--- src/design/tpa_pkg.sv ---
// Package holding the types and constants shared by the tropical polynomial evaluator.
package tpa_pkg;

    localparam int IDX_W   = 8;
    localparam int VAL_W   = 24;
    localparam int COUNT_W = 5;

    typedef enum logic {
        FUNC_LOAD = 1'b0,
        FUNC_EVAL = 1'b1
    } tpa_func_t;

    typedef enum logic {
        REG_TERM_COUNT = 1'b0,
        REG_NONE       = 1'b1
    } tpa_reg_t;

    typedef struct packed {
        tpa_func_t          func;
        logic [3:0]         term_index;
        logic signed [15:0] coeff;
        logic [3:0]         exp_x;
        logic [3:0]         exp_y;
        logic signed [15:0] point_x;
        logic signed [15:0] point_y;
    } tpa_in_t;

    typedef struct packed {
        logic [3:0]              best_term;
        logic signed [VAL_W-1:0] best_value;
        logic                    empty_res;
    } tpa_out_t;

    typedef struct packed {
        logic signed [15:0] coeff;
        logic [3:0]         exp_x;
        logic [3:0]         exp_y;
    } tpa_term_t;

    typedef struct packed {
        logic                    valid;
        logic                    have;
        logic signed [15:0]      x;
        logic signed [15:0]      y;
        logic signed [VAL_W-1:0] best_val;
        logic [IDX_W-1:0]        best_idx;
    } tpa_tok_t;

endpackage

--- src/design/tpa_cell.sv ---
// One cell of the chain: holds one term and updates the running maximum of a passing request.
module tpa_cell
    import tpa_pkg::*;
#(
    parameter int CELL_IDX = 0
) (
    input  logic               aclk,
    input  logic               aresetn,
    input  logic               adv,
    input  logic               wr_en,
    input  tpa_term_t          wr_term,
    input  logic [COUNT_W-1:0] term_count,
    input  tpa_tok_t           tok_in,
    output tpa_tok_t           tok_out
);

    tpa_term_t               term_reg;
    tpa_tok_t                tok_reg;
    tpa_tok_t                tok_next;
    logic signed [VAL_W-1:0] px;
    logic signed [VAL_W-1:0] py;
    logic signed [VAL_W-1:0] val;
    logic                    active;
    logic                    take;

    always_ff @(posedge aclk) begin
        if (wr_en) begin
            term_reg <= wr_term;
        end
    end

    always_comb begin
        px     = VAL_W'($signed({1'b0, term_reg.exp_x})) * VAL_W'(tok_in.x);
        py     = VAL_W'($signed({1'b0, term_reg.exp_y})) * VAL_W'(tok_in.y);
        val    = VAL_W'($signed(term_reg.coeff)) + px + py;
        active = 32'(term_count) > 32'(CELL_IDX);
        take   = tok_in.valid && active && (!tok_in.have || (val > tok_in.best_val));
        tok_next = tok_in;
        if (take) begin
            tok_next.have     = 1'b1;
            tok_next.best_val = val;
            tok_next.best_idx = IDX_W'(CELL_IDX);
        end
    end

    always_ff @(posedge aclk) begin
        if (!aresetn) begin
            tok_reg.valid <= 1'b0;
        end else if (adv) begin
            tok_reg <= tok_next;
        end
    end

    assign tok_out = tok_reg;

endmodule

--- config.mk ---
export PLATFORM = sky130hd
export DESIGN_NAME = tpa_cell
export DESIGN_NICKNAME = d
export VERILOG_FILES = /design/src/design/tpa_pkg.sv /design/src/design/tpa_cell.sv
export SDC_FILE = /design/constraint.sdc
export NUM_CORES = 1
export LEC_CHECK = 0
export BUFFER_PORTS_ARGS = -buffer_cell sky130_fd_sc_hd__buf_2
export CAP_MARGIN = 10
export CORE_MARGIN = 2
export CORE_UTILIZATION = 40
export DETAILED_ROUTE_END_ITERATION = 10
export HOLD_SLACK_MARGIN = 0.1
export SKIP_LAST_GASP = 1
export SYNTH_ARGS = -nofsm -noshare
export SYNTH_HDL_FRONTEND = slang
export SYNTH_SLANG_ARGS = --single-unit
--- constraint.sdc ---
create_clock -name aclk -period 7.5 [get_ports aclk]
set_clock_uncertainty 0.2 [all_clocks]
set_input_delay 0.75 -clock aclk [delete_from_list [all_inputs] [get_ports aclk]]
set_output_delay 0.75 -clock aclk [all_outputs]
set_load 0.03 [all_outputs]
# Yosys cells after proc, flatten, opt, wreduce, memory -nomap -nowiden
# Index checks and enable logic that the tools add are counted.
word_totals:
  regBits: 90
  latch_bits: 0
  mem_bits_rw: 0
  rom_bits: 0
  in_bits: 99
  output_inout_bits: 66
  elab_cells: 21
  memories: 0
classes:
  addsub: 2
  mul: 2
  n_div: 0
  magnitude_cmp: 2
  eq_ne: 0
  shifts: 0
  n_mux: 1
  bitwise: 0
  n_reduce_logical: 5
ops:
  columns: ["op", "n"]
  rows:
  - ["5-bit by 16-bit multiplier with 21-bit output", 2]
  - ["32-bit two-way mux", 1]
  - ["23-bit by 24-bit greater-than comparator with 1-bit output", 1]
  - ["22-bit by 21-bit adder with 23-bit output", 1]
  - ["16-bit by 21-bit adder with 22-bit output", 1]
  - ["5-bit by 1-bit greater-than comparator with 1-bit output, second input constant", 1]
  - ["1-bit logical AND", 2]
  - ["2-bit AND reduction", 1]
  - ["1-bit logical NOT", 1]
  - ["1-bit logical OR", 1]

# Depth between registers and ports, before layout
# Gate-level depths: netlist of run 1.
logic_depth:
  word_depth: 7
  ltp_mapped: 29
  depth_no_buf: 27

# Worst setup path after synthesis of run 1
# Ideal clock, no wire load.
synth_timing:
  path_type: "input port to flip-flop"
  from: "in tok_in[32] (netlist name)"
  to: "reg tok_reg, in the netlist tok_out[21], data pin"
  setup_ps: 260
  arrival_ps: 7006
  t_required_ps: 7040
  setup_slack_ps: 34
  cell_stages: 28
  path_buffers: 1
  path_cell_list: "nand2_1 fa_1 inv_1 fa_1 inv_1 fa_1 inv_1 fa_1 inv_1 fa_1 inv_1 fa_1 a21oi_1 o211ai_1 a32oi_1 a211oi_1 o31ai_1 xnor2_1 inv_1 ha_1 nand4_1 nand3b_1 nor2_1 o31a_1 or3_1 nand3_2 buf_4 mux2_2"
synth_lines:
  columns: ["item", "line_no", "source"]
  rows:
  - ["from (decl)", "tpa_cell.sv:13", "input tpa_tok_t tok_in,"]
  - ["to (signal assigned)", "tpa_cell.sv:50", "tok_reg <= tok_next;"]
  - ["to (decl)", "tpa_cell.sv:18", "tpa_tok_t tok_reg;"]

==> impl_metrics.csv, run 1 <==
group,metric,value,unit
drt,drc_errors,0,
timing,finalCritPeriodShare,97.6,%
place,dp_hpwl,16700,um
run_status,status,"finished clean",
worst_hold_path,hold_class,"reg2reg",
clocking,numClockSinks,90,
place,place.port_buffers,164,
critical_path,path_class,"reg2reg",
drt,firstDrtPassIters,4,
floorplan,die_x,154,um
timing,drv_slew,0,
timing,worst_slew_pin_slew,0.949,ns
clocking,worstSkewPairLatency,0.36,ns
clocking,clockBufferDepth,2,
critical_path,cp_max_fo,5,
critical_path,cpMostUsedCell,"fa_1",
floorplan,coreArea,0.0224,mm^2
synthesis,seq_area_frac_synth,29.8,%
drt,drt_iter0_drc,258,
cells_and_area,multi_input_area,0.00590,mm^2
synthesis,synth_cells,820,
drt,antenna_left,0,
cells_and_area,layout_commonest_cell,"inv_1",
global_route,overflow,0,
synthesis,netlist-cell-type-count,41,
cells_and_area,largest_reg_flops,66,
clocking,htree_levels,3,
drt,wirelength,20800,um
timing,max_slew_margin,36.8,%
floorplan,die_h,154,um
synthesis,synth_area,0.00905,mm^2
timing,tns,0,ns
global_route,grt_max_degree,66,
job,drv_cap,0,
place,gp_congestion,0.864,
clocking,postCtsHoldBufs,0,
cells_and_area,register_area,0.00269,mm^2
clocking,clockRootBuffer,"clkbuf_16",
global_route,grt_pass1_wl,32500,um
critical_path,cp-start-kind,"flop",
timing,period_needed,7.32,ns
floorplan,core.rowCount,55,
global_route,first_global_vias,6600,
timing,finalHoldViolCount,0,
cells_and_area,final_cell_mix,"inv_1 (188), buf_2 (164), fa_1 (124)",
critical_path,crit_arrival,7.23,ns
synthesis,synth_seq_cells,90,
clocking,cts_tree,"built",
cells_and_area,diodes,0,
critical_path,endpoint_kind,"flop",
cells_and_area,layout-drive-gt1-share,30.3,%
global_route,antenna_found_initial,0,
synthesis,yosysWarnings,0,
clocking,cts_inserted_buffers,9,
floorplan,initial_core_util,40.3,%
floorplan,die-area,0.0238,mm^2
floorplan,io_pins,165,
synthesis,synthesis.nets,1134,
global_route,grt_use_total,17.5,%
drt,post_drt_wl_per_cell,15.4,um
critical_path,critPathMaxStageDelay,0.55,ns
timing,setup_viol,0,
cells_and_area,fin_nets,1371,
synthesis,synth_area_per_cell,11.0,um^2
cells_and_area,syn2layout_area_growth,26.3,%
clocking,cts.clk_slew.worst_paths,0.07,ns
drt,avgViaCountPerCell,4.73,
critical_path,cp_data_required_time,7.41,ns
cells_and_area,n_fill_cell,2048,
timing,max_freq,0.137,GHz
critical_path,r2r_setup_slack,0.18,ns
critical_path,critPathSlowestCell,"fa_1",
drt,vias,6371,
-- kinds of logic after synthesis --
group	after synthesis	synth area share [%]
mux	25	3.06
flops	90	29.8
simple gates	190	11.2
buf+inv	202	8.47
compound gates	79	5.53
fa+ha+maj	215	40.2
xor+xnor	19	1.84
-- Yosys cell counts --
cell,number,area (um^2)
a211oi_1,3,22.5
a21o_1,9,67.6
a21oi_1,32,160
a221o_1,1,10.0
a31oi_1,3,18.8
a32oi_1,1,8.76
and2_1,92,576
and4_1,2,17.5
buf_2,1,5.00
buf_4,2,15.0
clkbuf_1,9,33.8
dfxtp_1,1,20.0
edfxtp_1,89,2670
fa_1,126,2520
ha_1,89,1110
inv_1,190,713
mux2_2,21,236
mux2i_1,4,40.0
nand2_1,60,225
nand2b_1,2,12.5
nand3_1,6,30.0
nand3_2,1,10.0
nand3b_1,1,7.51
nand4_1,5,31.3
nor2_1,11,41.3
nor2b_1,4,25.0
nor3_1,3,15.0
o2111ai_1,1,8.76
o211a_1,2,20.0
o211ai_1,4,30.0
o211ai_2,1,12.5
o21a_1,1,7.51
o21ai_0,11,55.1
o21bai_1,5,37.5
o221ai_1,1,8.76
o31a_1,2,17.5
o31ai_1,2,15.0
or3_1,2,12.5
or4_1,1,7.51
xnor2_1,13,114
xor2_1,6,52.6
-- what timing repair did --
item | in CTS | in global routing
cloned | 0 | 4
setup buffers | 1 | 13
endpoints found under the setup margin | 32 | 32
gates resized for setup | 6 | 54
pin swaps | 2 | 47
-- path summary, 6_finish.rpt --
path                                 start                        to  cells after the start
setup / recovery     term_reg[2]$_DFFE_PP_     tok_out[12]$_DFFE_PP_                     28
hold / removal    tok_out[65]$_SDFFE_PN0P_  tok_out[65]$_SDFFE_PN0P_                      2
setup reg to reg     term_reg[2]$_DFFE_PP_     tok_out[12]$_DFFE_PP_                     28
hold reg to reg   tok_out[65]$_SDFFE_PN0P_  tok_out[65]$_SDFFE_PN0P_                      2
-- worst max-delay path: cells and delay by family, from the launching register on --
kind,cells,cell delay [ns]
mux,1,0.32
buf+inv,7,0.74
flops,1,0.50
simple gates,3,0.57
compound gates,10,1.65
fa+ha+maj,7,3.08
-- stage by stage --
step	area, um^2	util, %	std cells	hold WS [ns]	setup slack, ns
after global routing	11400	50.9	1347	0.348	-0.0173
final	11400	50.9	1347	0.334	0.183
after CTS	10900	48.8	1330	0.335	0.0681
after global placement	10600	47.3	1313	0.305	-0.246
after floorplan	9050	-	820	0.440	0.0339
after detailed placement	10600	47.3	1313	0.309	-0.406
-- per-layer routing --
metal | share of wire [%] | global-route usage, % | wire (um) | up-vias
li1 | - | - | - | 3092
met1 | 41 | 21.3 | 8490 | 3103
met2 | 52 | 31.5 | 10800 | 152
met3 | 5.6 | 3.87 | 1160 | 24
met4 | 1.6 | 4.76 | 335 | 0
met5 | 0 | 0 | 0 | -
-- layout make-up --
cell class | count | area share [%]
Multi-Input combinational cell | 528 | 51.6
Sequential cell | 90 | 23.6
Timing Repair Buffer | 238 | 12.9
Inverter | 190 | 6.24
Tap cell | 285 | 3.12
Clock buffer | 10 | 2.09
Clock inverter | 6 | 0.438
Power of run 1 is not shown: default switching activity piles up to over one toggle a cycle in this logic, so the estimate is an artifact.
==> run 2, diff against run 1 <==
Settings changed: ABC_AREA set to 1, REMOVE_ABC_BUFFERS set to 1.
==> impl_metrics.csv, run 2 <==
group,metric,value,unit
run_status,status,"finished clean",
synthesis,synth_flop_cell,"edfxtp_1",
timing,max_slew_margin,20.1,%
drt,antenna_left,0,
floorplan,die-area,0.0249,mm^2
global_route,grt_pass1_wl,35300,um
synthesis,synth_area_per_cell,9.03,um^2
drt,vias,6902,
cells_and_area,final_cell_mix,"inv_1 (298), nand2_1 (269), buf_2 (164)",
drt,drt_iter0_drc,401,
synthesis,yosys-top-cells-area,"edfxtp_1 (28%), fa_1 (27%), inv_1 (12%)",
synthesis,synth_seq_cells,90,
critical_path,critPathSlowestCell,"fa_1",
critical_path,critical_path.startpoint,"tok_in[32]",
job,drv_cap,0,
cells_and_area,largest_reg_flops,66,
synthesis,synth_most_common_cell,"inv_1",
drt,firstDrtPassIters,6,
clocking,cts_inserted_buffers,9,
floorplan,core.rowCount,56,
clocking,clockBufferDepth,2,
synthesis,synth_top_area_share,28.3,%
synthesis,synth_compound_area_share,3.26,%
synthesis,synth_cells,1047,
timing,max_freq,0.145,GHz
place,gp_congestion,0.828,
cells_and_area,diodes,0,
critical_path,r2r_setup_slack,0.61,ns
floorplan,initial_core_util,40.5,%
synthesis,yosysWarnings,0,
cells_and_area,layout-drive-gt1-share,16.6,%
synthesis,synth_xor_xnor_area_share,1.48,%
global_route,antenna_found_initial,0,
place,place.port_buffers,164,
timing,period_needed,6.91,ns
timing,grt_setup_unrepaired,"false",
synthesis,async_flop_share,0,%
worst_hold_path,hold_class,"reg2reg",
critical_path,reg2reg_depth,30,
cells_and_area,syn2layout_area_growth,16.5,%
synthesis,synth_area,0.00945,mm^2
global_route,overflow,0,
timing,drv_slew,0,
clocking,clockRootBuffer,"clkbuf_16",
cells_and_area,n_fill_cell,2290,
critical_path,cpMostUsedCell,"nand2_1",
clocking,worstSkewPairLatency,0.35,ns
drt,post_drt_wl_per_cell,13.7,um
clocking,postCtsHoldBufs,0,
synthesis,synthAdderAreaFrac,38.5,%
clocking,cts_tree,"built",
synthesis,seq_area_frac_synth,28.5,%
worst_hold_path,min_delay_path_depth,2,
critical_path,cp_max_fo,11,
critical_path,path_class,"in2reg",
global_route,grt_max_degree,35,
global_route,grt_use_total,18.3,%
synthesis,synth_simple_gate_area_share,15.2,%
place,dp_hpwl,17100,um
clocking,cts.clk_slew.worst_paths,0.07,ns
floorplan,coreArea,0.0233,mm^2
cells_and_area,fin_nets,1525,
critical_path,cpLargestDelayFamily,"adder cells",
synthesis,synth_area_leader_cell,"edfxtp_1",
worst_hold_path,hold_start,"tok_out[65]$_SDFFE_PN0P_",
timing,finalCritPeriodShare,92.2,%
critical_path,cp-start-kind,"input pin",
clocking,htree_levels,3,
timing,setup_viol,0,
synthesis,synth-edff-count,89,
drt,wirelength,21100,um
critical_path,crit_buf_inv,8,
floorplan,io_pins,165,
critical_path,cp_data_required_time,7.39,ns
cells_and_area,layout_commonest_cell,"inv_1",
critical_path,crit_cells,36,
critical_path,endpoint_kind,"flop",
timing,worst_slew_pin_slew,1.20,ns
synthesis,synth_top_family_by_area,"adder cells",
global_route,first_global_vias,7213,
floorplan,die_x,158,um
timing,tns,0,ns
timing,finalHoldViolCount,0,
critical_path,crit_arrival,6.81,ns
synthesis,ys_top_cells_by_count,"inv_1 (299), nand2_1 (269), fa_1 (126), edfxtp_1 (89), ha_1 (89)",
critical_path,r2r_start,"term_reg[1]$_DFFE_PP_",
synthesis,synthMuxAreaShare,0,%
drt,avgViaCountPerCell,4.50,
critical_path,critPathMaxStageDelay,0.54,ns
clocking,numClockSinks,90,
synthesis,netlist-cell-type-count,32,
floorplan,die_h,158,um
drt,drc_errors,0,
-- run 2: stage by stage --
stage | utilization (%) | cell area [um^2] | instances | worst slack, ns | hold WS, ns
after floorplan | - | 9340 | 1023 | 0.791 | 0.455
after global placement | 45.4 | 10600 | 1511 | 0.340 | 0.319
after detailed placement | 45.4 | 10600 | 1511 | 0.241 | 0.334
after CTS | 46.6 | 10900 | 1527 | 0.240 | 0.343
after global routing | 47.2 | 11000 | 1535 | 0.0190 | 0.349
final | 47.2 | 11000 | 1535 | 0.586 | 0.346
-- run 2: final timing paths --
| check | to |
|---|---|
| worst max register to register | tok_out[30]$_DFFE_PP_ |
| worst min register to register | tok_out[65]$_SDFFE_PN0P_ |
| worst min-delay path | tok_out[65]$_SDFFE_PN0P_ |
| worst max-delay path | tok_out[30]$_DFFE_PP_ |
-- run 2: final cells by class --
| type | count | area (um^2) | share of cell area [%] |
|---|---|---|---|
| Multi-Input combinational cell | 634 | 5540 | 50.3 |
| Timing Repair Buffer | 177 | 968 | 8.79 |
| Inverter | 299 | 1120 | 10.2 |
| Sequential cell | 90 | 2690 | 24.5 |
| Clock inverter | 4 | 51.3 | 0.466 |
| Tap cell | 319 | 399 | 3.62 |
| Clock buffer | 12 | 236 | 2.15 |
-- run 2: cell families after synthesis --
group	after synthesis
DFF	90
adders and majority gates	215
AOI/OAI and AO/OA	51
buffers and inverters	323
and+or+nand+nor	352
xor gates and xnor gates	16
-- run 2: worst min-delay path, delay by kind of cell, from the launching register on --
| family | cells | cell delay (ns) |
|---|---|---|
| DFF | 1 | 0.31 |
| AOI/OAI and AO/OA | 2 | 0.19 |
-- run 2: repair_timing --
action / 4_1_cts / 5_1_grt
gates resized for setup: 0 / 4
endpoints found under the setup margin: 0 / 28
buffers inserted: 0 / 8
-- run 2: metal layers --
metal	part of all wire [%]	global-route usage, %	vias to the layer above
li1	-	-	3464
met1	44	23.0	3311
met2	52	33.1	112
met3	3.5	2.93	15
met4	1.2	3.72	0
met5	0	0	-
Power of run 2 is left out for the same reason.
